$ cat src/rtl/cnmt_pkg.sv
package cnmt_pkg;

  // Field widths
  localparam int unsigned ModeW     = 2;
  localparam int unsigned FrameLenW = 4;
  localparam int unsigned CmdW      = 8;
  localparam int unsigned TargetW   = 8;
  localparam int unsigned NodeIdW   = 7;
  localparam int unsigned StateW    = 3;
  localparam int unsigned CanIdW    = 11;

  // APB port
  localparam int unsigned ApbAddrW  = 3;
  localparam int unsigned ApbDataW  = 32;

  // Register indexes
  localparam logic RegNodeId = 1'b0;

  // Event kinds
  localparam logic [ModeW-1:0] ModePowerOn = 2'd0;
  localparam logic [ModeW-1:0] ModeFrame   = 2'd1;
  localparam logic [ModeW-1:0] ModeLocal   = 2'd2;
  localparam logic [ModeW-1:0] ModeTxDone  = 2'd3;

  // Node states
  localparam logic [StateW-1:0] StOff   = 3'd0;
  localparam logic [StateW-1:0] StWait  = 3'd1;
  localparam logic [StateW-1:0] StPreop = 3'd2;
  localparam logic [StateW-1:0] StOper  = 3'd3;
  localparam logic [StateW-1:0] StStop  = 3'd4;

  // Command specifiers
  localparam logic [CmdW-1:0] CmdStart   = 8'd1;
  localparam logic [CmdW-1:0] CmdStop    = 8'd2;
  localparam logic [CmdW-1:0] CmdPreop   = 8'd128;
  localparam logic [CmdW-1:0] CmdRstNode = 8'd129;
  localparam logic [CmdW-1:0] CmdRstComm = 8'd130;

  // Frame filter and boot-up identifier
  localparam logic [FrameLenW-1:0] FrameLenOk = 4'd2;
  localparam logic [TargetW-1:0]   AddrAll    = 8'd0;
  localparam logic [CanIdW-1:0]    BootUpBase = 11'h700;
  localparam logic [NodeIdW-1:0]   NodeIdRst  = 7'd1;

  // One event as it sits in the input register
  typedef struct packed {
    logic [ModeW-1:0]     mode;
    logic [FrameLenW-1:0] frame_length;
    logic [CmdW-1:0]      command;
    logic [TargetW-1:0]   target_node;
    logic                 tx_failed;
  } evt_t;

  // Input stage to compute stage hand-off
  typedef struct packed {
    logic valid;
    evt_t evt;
  } evt_stage_t;

endpackage

$ cat src/rtl/cnmt_if.sv
// Event channel
interface cnmt_evt_if;
  import cnmt_pkg::*;

  logic                 valid;
  logic                 ready;
  logic [ModeW-1:0]     mode;
  logic [FrameLenW-1:0] frame_length;
  logic [CmdW-1:0]      command;
  logic [TargetW-1:0]   target_node;
  logic                 tx_failed;

  modport source (
    output valid, mode, frame_length, command, target_node, tx_failed,
    input  ready
  );
  modport sink (
    input  valid, mode, frame_length, command, target_node, tx_failed,
    output ready
  );
endinterface

// Result channel
interface cnmt_res_if;
  import cnmt_pkg::*;

  logic              valid;
  logic              ready;
  logic [StateW-1:0] node_state;
  logic              send_boot_up;
  logic [CanIdW-1:0] boot_up_id;
  logic              passed_reset_application;
  logic              passed_reset_communication;
  logic              handled;

  modport source (
    output valid, node_state, send_boot_up, boot_up_id,
           passed_reset_application, passed_reset_communication, handled,
    input  ready
  );
  modport sink (
    input  valid, node_state, send_boot_up, boot_up_id,
           passed_reset_application, passed_reset_communication, handled,
    output ready
  );
endinterface

$ cat src/rtl/cnmt_apb_regs.sv
module cnmt_apb_regs (
  input  logic                          clk_i,
  input  logic                          rst_ni,
  input  logic                          psel,
  input  logic                          penable,
  input  logic                          pwrite,
  input  logic [cnmt_pkg::ApbAddrW-1:0] paddr,
  input  logic [cnmt_pkg::ApbDataW-1:0] pwdata,
  output logic [cnmt_pkg::ApbDataW-1:0] prdata,
  output logic                          pready,
  output logic [cnmt_pkg::NodeIdW-1:0]  node_id_o
);
  import cnmt_pkg::*;

  logic [NodeIdW-1:0] node_id_q, node_id_d;
  logic               wr_en;
  logic               reg_sel;

  // Word index of the addressed register
  assign reg_sel = paddr[ApbAddrW-1];
  assign wr_en   = psel & penable & pwrite;
  assign pready  = 1'b1;

  // Node ID write
  always_comb begin
    node_id_d = node_id_q;
    if (wr_en && reg_sel == RegNodeId) begin
      node_id_d = pwdata[NodeIdW-1:0];
    end
  end

  always_ff @(posedge clk_i or negedge rst_ni) begin
    if (!rst_ni) begin
      node_id_q <= NodeIdRst;
    end else begin
      node_id_q <= node_id_d;
    end
  end

  // Read back
  always_comb begin
    prdata = '0;
    unique case (reg_sel)
      RegNodeId: prdata = {{(ApbDataW-NodeIdW){1'b0}}, node_id_q};
      default:   prdata = '0;
    endcase
  end

  assign node_id_o = node_id_q;

endmodule

$ cat src/rtl/cnmt_in_stage.sv
module cnmt_in_stage (
  input  logic                 clk_i,
  input  logic                 rst_ni,
  cnmt_evt_if.sink             evt_i,
  input  logic                 take_i,
  output cnmt_pkg::evt_stage_t stage_o
);
  import cnmt_pkg::*;

  logic valid_q, valid_d;
  evt_t evt_q;
  logic load;

  // Register is free when empty or when its event moves on this cycle
  assign evt_i.ready = ~valid_q | take_i;
  assign load        = evt_i.valid & evt_i.ready;

  always_comb begin
    valid_d = valid_q;
    if (load) begin
      valid_d = 1'b1;
    end else if (take_i) begin
      valid_d = 1'b0;
    end
  end

  always_ff @(posedge clk_i or negedge rst_ni) begin
    if (!rst_ni) begin
      valid_q <= 1'b0;
    end else begin
      valid_q <= valid_d;
    end
  end

  // Payload, no reset
  always_ff @(posedge clk_i) begin
    if (load) begin
      evt_q.mode         <= evt_i.mode;
      evt_q.frame_length <= evt_i.frame_length;
      evt_q.command      <= evt_i.command;
      evt_q.target_node  <= evt_i.target_node;
      evt_q.tx_failed    <= evt_i.tx_failed;
    end
  end

  assign stage_o.valid = valid_q;
  assign stage_o.evt   = evt_q;

endmodule

$ cat src/rtl/cnmt_core.sv
module cnmt_core (
  input  logic                         clk_i,
  input  logic                         rst_ni,
  input  cnmt_pkg::evt_stage_t         stage_i,
  input  logic [cnmt_pkg::NodeIdW-1:0] node_id_i,
  output logic                         take_o,
  cnmt_res_if.source                   res_o
);
  import cnmt_pkg::*;

  logic [StateW-1:0] state_q, state_d;
  logic              out_valid_q, out_valid_d;

  logic [StateW-1:0] res_state_q;
  logic              res_send_q, res_app_q, res_comm_q, res_handled_q;
  logic [CanIdW-1:0] res_id_q;

  logic [StateW-1:0] next;
  logic              send, pass_app, pass_comm, handled;
  logic              active, accept;
  logic [CanIdW-1:0] boot_id;
  evt_t              evt;

  assign evt = stage_i.evt;

  // Event moves to the result register when that is empty or drained
  assign take_o = stage_i.valid & (~out_valid_q | res_o.ready);

  assign active = (state_q == StWait) || (state_q == StPreop) ||
                  (state_q == StOper) || (state_q == StStop);

  // Frame filter: length 2, broadcast or own node
  always_comb begin
    accept = 1'b1;
    if (evt.mode == ModeFrame) begin
      if (evt.frame_length != FrameLenOk) begin
        accept = 1'b0;
      end
      if (evt.target_node != AddrAll &&
          evt.target_node != {{(TargetW-NodeIdW){1'b0}}, node_id_i}) begin
        accept = 1'b0;
      end
    end
  end

  // Next state and result flags
  always_comb begin
    next      = state_q;
    send      = 1'b0;
    pass_app  = 1'b0;
    pass_comm = 1'b0;
    handled   = 1'b0;
    unique case (evt.mode)
      ModePowerOn: begin
        next      = StWait;
        send      = 1'b1;
        pass_app  = 1'b1;
        pass_comm = 1'b1;
        handled   = 1'b1;
      end
      ModeTxDone: begin
        if (state_q == StWait && !evt.tx_failed) begin
          next    = StPreop;
          handled = 1'b1;
        end
      end
      ModeFrame, ModeLocal: begin
        if (active && accept) begin
          unique case (evt.command)
            CmdRstNode: begin
              next      = StWait;
              send      = 1'b1;
              pass_app  = 1'b1;
              pass_comm = 1'b1;
              handled   = 1'b1;
            end
            CmdRstComm: begin
              next      = StWait;
              send      = 1'b1;
              pass_comm = 1'b1;
              handled   = 1'b1;
            end
            CmdStart: begin
              if (state_q == StPreop || state_q == StStop) begin
                next    = StOper;
                handled = 1'b1;
              end
            end
            CmdStop: begin
              if (state_q == StPreop || state_q == StOper) begin
                next    = StStop;
                handled = 1'b1;
              end
            end
            CmdPreop: begin
              if (state_q == StOper || state_q == StStop) begin
                next    = StPreop;
                handled = 1'b1;
              end
            end
            default: ;
          endcase
        end
      end
      default: ;
    endcase
  end

  // Boot-up CAN identifier
  assign boot_id = send ? (BootUpBase + {{(CanIdW-NodeIdW){1'b0}}, node_id_i})
                        : '0;

  // State and output valid
  always_comb begin
    state_d     = state_q;
    out_valid_d = out_valid_q;
    if (take_o) begin
      state_d     = next;
      out_valid_d = 1'b1;
    end else if (res_o.ready) begin
      out_valid_d = 1'b0;
    end
  end

  always_ff @(posedge clk_i or negedge rst_ni) begin
    if (!rst_ni) begin
      state_q     <= StOff;
      out_valid_q <= 1'b0;
    end else begin
      state_q     <= state_d;
      out_valid_q <= out_valid_d;
    end
  end

  // Result payload, no reset
  always_ff @(posedge clk_i) begin
    if (take_o) begin
      res_state_q   <= next;
      res_send_q    <= send;
      res_id_q      <= boot_id;
      res_app_q     <= pass_app;
      res_comm_q    <= pass_comm;
      res_handled_q <= handled;
    end
  end

  assign res_o.valid                      = out_valid_q;
  assign res_o.node_state                 = res_state_q;
  assign res_o.send_boot_up               = res_send_q;
  assign res_o.boot_up_id                 = res_id_q;
  assign res_o.passed_reset_application   = res_app_q;
  assign res_o.passed_reset_communication = res_comm_q;
  assign res_o.handled                    = res_handled_q;

endmodule

$ cat src/rtl/canopen_nmt_slave_fsm.sv
// CANopen NMT slave state machine. Each transaction on evt_i is one event
// (power-on, received node-control frame, local command, boot-up transmit
// result) and yields exactly one transaction on res_o carrying the node state
// after the event, the boot-up request with its CAN identifier (0x700 plus
// node ID), the reset-pass flags and whether the event caused a transition.
// The block takes one event per clock cycle unless back-pressure on res_o
// holds it; an event passes the input register, then the result register,
// before its result is presented on res_o. The rate is set by the single
// state register, which the compute stage reads and updates in the same
// cycle as it loads the result register, so back to back events see each
// other's state. The node ID register (APB byte address 0, reset 1) should
// be written only while no event is in flight.
module canopen_nmt_slave_fsm (
  input  logic                          clk_i,
  input  logic                          rst_ni,
  cnmt_evt_if.sink                      evt_i,
  cnmt_res_if.source                    res_o,
  input  logic                          psel,
  input  logic                          penable,
  input  logic                          pwrite,
  input  logic [cnmt_pkg::ApbAddrW-1:0] paddr,
  input  logic [cnmt_pkg::ApbDataW-1:0] pwdata,
  output logic [cnmt_pkg::ApbDataW-1:0] prdata,
  output logic                          pready
);
  import cnmt_pkg::*;

  logic [NodeIdW-1:0] node_id;
  evt_stage_t         stage;
  logic               take;

  // Configuration registers
  cnmt_apb_regs u_regs (
    .clk_i     (clk_i),
    .rst_ni    (rst_ni),
    .psel      (psel),
    .penable   (penable),
    .pwrite    (pwrite),
    .paddr     (paddr),
    .pwdata    (pwdata),
    .prdata    (prdata),
    .pready    (pready),
    .node_id_o (node_id)
  );

  // Event input register
  cnmt_in_stage u_in (
    .clk_i   (clk_i),
    .rst_ni  (rst_ni),
    .evt_i   (evt_i),
    .take_i  (take),
    .stage_o (stage)
  );

  // State update and result register
  cnmt_core u_core (
    .clk_i     (clk_i),
    .rst_ni    (rst_ni),
    .stage_i   (stage),
    .node_id_i (node_id),
    .take_o    (take),
    .res_o     (res_o)
  );

endmodule

$ cat src/flat_wrapper.sv
// flat-port wrapper written by rule: the top's interface ports become plain ports
module canopen_nmt_slave_fsm_flat import cnmt_pkg::*;
  (clk_i, rst_ni, psel, penable, pwrite, paddr, pwdata, prdata, pready, evt_i_valid, evt_i_mode, evt_i_frame_length, evt_i_command, evt_i_target_node, evt_i_tx_failed, evt_i_ready, res_o_valid, res_o_node_state, res_o_send_boot_up, res_o_boot_up_id, res_o_passed_reset_application, res_o_passed_reset_communication, res_o_handled, res_o_ready);
  cnmt_evt_if evt_i_i ();
  cnmt_res_if res_o_i ();
  input  logic clk_i;
  input  logic rst_ni;
  input  logic psel;
  input  logic penable;
  input  logic pwrite;
  input  logic [cnmt_pkg::ApbAddrW-1:0] paddr;
  input  logic [cnmt_pkg::ApbDataW-1:0] pwdata;
  output logic [cnmt_pkg::ApbDataW-1:0] prdata;
  output logic pready;
  input wire logic [$bits(evt_i_i.valid)-1:0] evt_i_valid;
  input wire logic [$bits(evt_i_i.mode)-1:0] evt_i_mode;
  input wire logic [$bits(evt_i_i.frame_length)-1:0] evt_i_frame_length;
  input wire logic [$bits(evt_i_i.command)-1:0] evt_i_command;
  input wire logic [$bits(evt_i_i.target_node)-1:0] evt_i_target_node;
  input wire logic [$bits(evt_i_i.tx_failed)-1:0] evt_i_tx_failed;
  output wire logic [$bits(evt_i_i.ready)-1:0] evt_i_ready;
  output wire logic [$bits(res_o_i.valid)-1:0] res_o_valid;
  output wire logic [$bits(res_o_i.node_state)-1:0] res_o_node_state;
  output wire logic [$bits(res_o_i.send_boot_up)-1:0] res_o_send_boot_up;
  output wire logic [$bits(res_o_i.boot_up_id)-1:0] res_o_boot_up_id;
  output wire logic [$bits(res_o_i.passed_reset_application)-1:0] res_o_passed_reset_application;
  output wire logic [$bits(res_o_i.passed_reset_communication)-1:0] res_o_passed_reset_communication;
  output wire logic [$bits(res_o_i.handled)-1:0] res_o_handled;
  input wire logic [$bits(res_o_i.ready)-1:0] res_o_ready;
  assign evt_i_i.valid = evt_i_valid;
  assign evt_i_i.mode = evt_i_mode;
  assign evt_i_i.frame_length = evt_i_frame_length;
  assign evt_i_i.command = evt_i_command;
  assign evt_i_i.target_node = evt_i_target_node;
  assign evt_i_i.tx_failed = evt_i_tx_failed;
  assign evt_i_ready = evt_i_i.ready;
  assign res_o_valid = res_o_i.valid;
  assign res_o_node_state = res_o_i.node_state;
  assign res_o_send_boot_up = res_o_i.send_boot_up;
  assign res_o_boot_up_id = res_o_i.boot_up_id;
  assign res_o_passed_reset_application = res_o_i.passed_reset_application;
  assign res_o_passed_reset_communication = res_o_i.passed_reset_communication;
  assign res_o_handled = res_o_i.handled;
  assign res_o_i.ready = res_o_ready;
  canopen_nmt_slave_fsm u_core (.clk_i(clk_i), .rst_ni(rst_ni), .evt_i(evt_i_i), .res_o(res_o_i), .psel(psel), .penable(penable), .pwrite(pwrite), .paddr(paddr), .pwdata(pwdata), .prdata(prdata), .pready(pready));
endmodule
$ cat config.mk
export PLATFORM = sky130hd
export DESIGN_NAME = canopen_nmt_slave_fsm_flat
export DESIGN_NICKNAME = d
export VERILOG_FILES = /design/src/rtl/cnmt_pkg.sv /design/src/rtl/cnmt_if.sv /design/src/rtl/cnmt_apb_regs.sv /design/src/rtl/cnmt_in_stage.sv /design/src/rtl/cnmt_core.sv /design/src/rtl/canopen_nmt_slave_fsm.sv /design/src/flat_wrapper.sv
export SDC_FILE = /design/constraint.sdc
export NUM_CORES = 1
export LEC_CHECK = 0
export BUFFER_PORTS_ARGS = -buffer_cell sky130_fd_sc_hd__buf_2
export CORE_ASPECT_RATIO = 1.25
export CORE_MARGIN = 4
export CORE_UTILIZATION = 42
export CTS_BUF_LIST = sky130_fd_sc_hd__clkbuf_8 sky130_fd_sc_hd__clkbuf_16
export CTS_CLUSTER_SIZE = 14
export DETAILED_ROUTE_END_ITERATION = 8
export GPL_ROUTABILITY_DRIVEN = 0
export MAX_ROUTING_LAYER = met4
export PLACE_DENSITY = 0.76
export SETUP_SLACK_MARGIN = 0.5
export SYNTH_ARGS = -nofsm -noshare
export SYNTH_HDL_FRONTEND = slang
export SYNTH_SLANG_ARGS = --single-unit
$ cat constraint.sdc
create_clock -name clk_i -period 1.95 [get_ports clk_i]
set_input_delay 0.2925 -clock clk_i [delete_from_list [all_inputs] [get_ports clk_i]]
set_output_delay 0.2925 -clock clk_i [all_outputs]
set_load 0.02 [all_outputs]
==> summary.md <==
| Metric | Value |
|---|---|
| CP cell instances | or4_4 > o311a_1 > a21oi_2 > o31ai_1 > o31a_1 > buf_4 > o31ai_4 |
| R2R Setup Slk | -0.03 ns |
| Avg WL per Cell | about 13 um |
| CTS Buf Count | 5 |
| Top-Level Pins | around 120 |
| Die W | 78 um |
| Setup crit end kind | flop |
| Yosys top cell area share | between 40% and 50% |
| Cell depth of the worst flop-to-flop path | 7 |
| Fill cells | roughly 490 |
| P&R area growth vs syn | 26.6% |
| Number of global-route vias before repair | between 1500 and 2000 |
| Worst hold stages | 1 |
| CTS Sinks | 49 |
| Ant. Diodes | 0 |
| Max-cap violations | 0 |
| Register bit total from synthesis | between 40 and 50 |
| Setup TNS | -0.0380 ns |
| Die Footprint | roughly 7400 um2 |
| Tmin final | 1.98 ns |
| Worst path slowest cell | or4_4 |
| Pins Over Slew Limit | 0 |
| Cell Pwr Density | roughly 770 nW/um2 |
| RSZ-0062 raised after global routing | true |
| FF-to-FF End | u_core.u_core.state_q[2]$_DFFE_PN0P_ |
| VDD IR max | a little over 600 uV |
| Synth unique cells | 58 |
| Area occupied by multi-input gates | 1070 um2 |
| First-pass GRT wire length | 7390 um |
| Number of synthesized flops with an enable pin | 37 |
| Min Hold Slack | between 0.15 and 0.2 ns |
| Setup CP Type | reg2reg |
| Drt first pass iters | 4 |
| F_max | roughly 510 MHz |
| CTS tree | built |
| Most used DFF post-synth | edfxtp_1 |
| Total Wirelength | 4910 um |
| Status | finished, violations left |
| Sequential fraction of the synthesis area | 54.9% |
| Root buffer cell | clkbuf_8 |
| Hold crit path type | in2reg |
| Crit path largest cell delay | 0.57 ns |
| Reg2Reg Launch Point | u_core.u_in.stage_o[13]$_DFFE_PP_ |
| Row cnt | 31 |
| Iter 0 DRT Violations | 80 |
| Synthesized area | 2570 um2 |
| Worst skew pair latency | 0.29 ns |
| Failing checks | negative setup slack |
| Power Total | 2.49 mW |
| Core area | 5860 um2 |
| Worst-path clk slew | ~0.09 ns |
| Clock buffer depth | 2 |
| Leakage | 1.40 nW |
| Worst hold endpoint | u_core.u_in.stage_o[6]$_DFFE_PP_ |
| Final Hold Vio Count | 0 |
| Die Height | roughly 96 um |
| Min-delay src | evt_i_target_node[5] |
| Period utilization | 101% |
| Crit path max fanout | 3 |
| Synth top cells by count | edfxtp_1, buf_4, dfrtp_1, nor2_1, nor2b_1 |
| Fin worst setup slack | -0.0289 ns |
| Mean Syn Cell Area | roughly 12 um2 |
| Asr flop ratio synth | roughly a quarter |
| GRT Overall Usage | between 10% and 20% |
| # H-tree levels | 2 |
| Most frequent cell after synthesis | edfxtp_1 |
| Slew at the pin with the worst max-slew slack | 0.528 ns |
| Vias/cell | 4.68 |
| Nets | 364 |
| Final core utilization | 55.6% |
| CP delay by family, top | compound AO/OA/AOI/OAI gates |
| Post-Syn Instances | 211 |
| Worst Path Buf+Inv | 1 |
| Worst EP arrival | 2.19 ns |
| Vias | ~1800 |
| Final setup fails | 2 |
| Register area | 1410 um2 |
| Synth area leader | edfxtp_1 |
| Startpoint Class | flop |
| Drc violations | 0 |
| Largest net degree at the start of global routing | 24 |
| Starting density of the core | 43.9% |
| Pre-CTS setup slack | -0.0724 ns |
| Yosys warning count | 0 |
| Clock Skews | between 0.01 and 0.015 ns |
| Initial antenna violation count | 0 |
| Detail Route Antenna Nets | 0 |
| HPWL Detailed | 3580 um |
| IO buf count | 63 |
| Ranking of synthesized cells by area | edfxtp_1, dfrtp_1, buf_4, mux2_2, xor2_1 |
| GR Overflow Total | 0 |
| Worst endpoint required time | around 2.2 ns |
| Layout cell share with drive strength beyond 1 | 43.4% |
| Critical Path Start | u_core.u_in.stage_o[13]$_DFFE_PP_ |
| Max-slew headroom | 64.7% |
-- layout by cell type (no fill, tap or decap), types with 5 or more instances in the layout --
cell,instances
clkbuf_8,6
edfxtp_1,37
and2_1,7
nand2_1,7
inv_1,8
conb_1,27
buf_4,23
buf_2,60
nor2_1,8
dfrtp_1,11
mux2_2,7
buf_6,5
nor2b_1,8
xor2_1,6
-- through the flow --
stage,area [um2],cells
global route,3260,379
global placement,2950,363
floorplan,2680,236
finish,3260,379
CTS,3190,378
detailed placement,2950,363
-- routing by layer --
metal  global-route usage (%)  vias to the layer above  part of all wire [%]
met3                     2.46                       10                   6.4
li1                         -                      869                     -
met1                     15.0                      817                    40
met2                     21.9                       78                    51
met4                     4.96                        0                   2.4
met5                        -                        -                     0
-- repair_timing --
| action | in CTS | in global routing |
|---|---|---|
| hold buffers | 1 | 0 |
| endpoints found under the setup margin | 18 | 20 |
| pin swaps | 8 | 4 |
| buffers inserted | 5 | 1 |
| endpoints found under the hold margin | 11 | 0 |
| cloned | 1 | 0 |
| gates resized for setup | 17 | 11 |
-- power breakdown --
| group | internal [mW] | switching, mW | total, mW | leakage, nW |
|---|---|---|---|---|
| combinational | 0.254 | 0.327 | 0.581 | 0.842 |
| clock | 0.288 | 0.319 | 0.607 | 0.0512 |
| sequential | 1.23 | 0.0685 | 1.30 | 0.506 |
-- how the worst max path moves through the flow --
stage | endpoint | slack, ns | cells after the start
2_1_floorplan | u_core.u_core.res_o.node_state[2]$_DFFE_PP_ | 0.08 | 6
3_3_place_gp | u_core.u_core.res_o.node_state[1]$_DFFE_PP_ | -0.04 | 6
3_5_place_dp | u_core.u_core.state_q[2]$_DFFE_PN0P_ | -0.07 | 7
4_1_cts | u_core.u_core.state_q[2]$_DFFE_PN0P_ | -0.06 | 7
5_1_grt | u_core.u_core.res_o.boot_up_id[5]$_SDFFCE_PN0P_ | -0.10 | 7
6_report | u_core.u_core.state_q[2]$_DFFE_PN0P_ | -0.03 | 7
-- cell families after synthesis --
logic type	after synthesis	share of synthesized area [%]
other	2	0.292
muxes	8	3.45
AOI/OAI and AO/OA	32	9.78
adders and majority gates	3	1.46
DFF	49	54.9
xor gates and xnor gates	10	3.40
buffers and inverters	45	12.1
and+or+nand+nor	62	14.6
-- registers in the layout, summed over array words and instances (netlist names) --
register                                        count
u_core.u_core.res_o.node_state                      3
u_core.u_core.res_o.handled                         1
u_core.u_regs.node_id_o                             7
u_core.u_core.state_q                               3
u_core.u_core.res_o.boot_up_id                      8
u_core.u_core.res_o.passed_reset_application        1
u_core.u_in.stage_o                                23
u_core.u_core.res_o.valid                           1
u_core.u_core.res_o.passed_reset_communication      1
u_core.u_in.valid_q                                 1
-- layout make-up --
class	instances	area share [%]
tap	82	3.15
clock buffer	6	2.54
multi-input combinational	143	33.0
clock inverter	2	0.423
inverter	8	0.922
timing repair buffer	89	16.6
sequential	49	43.4
Note: power is estimated with default switching activity, not from simulation.
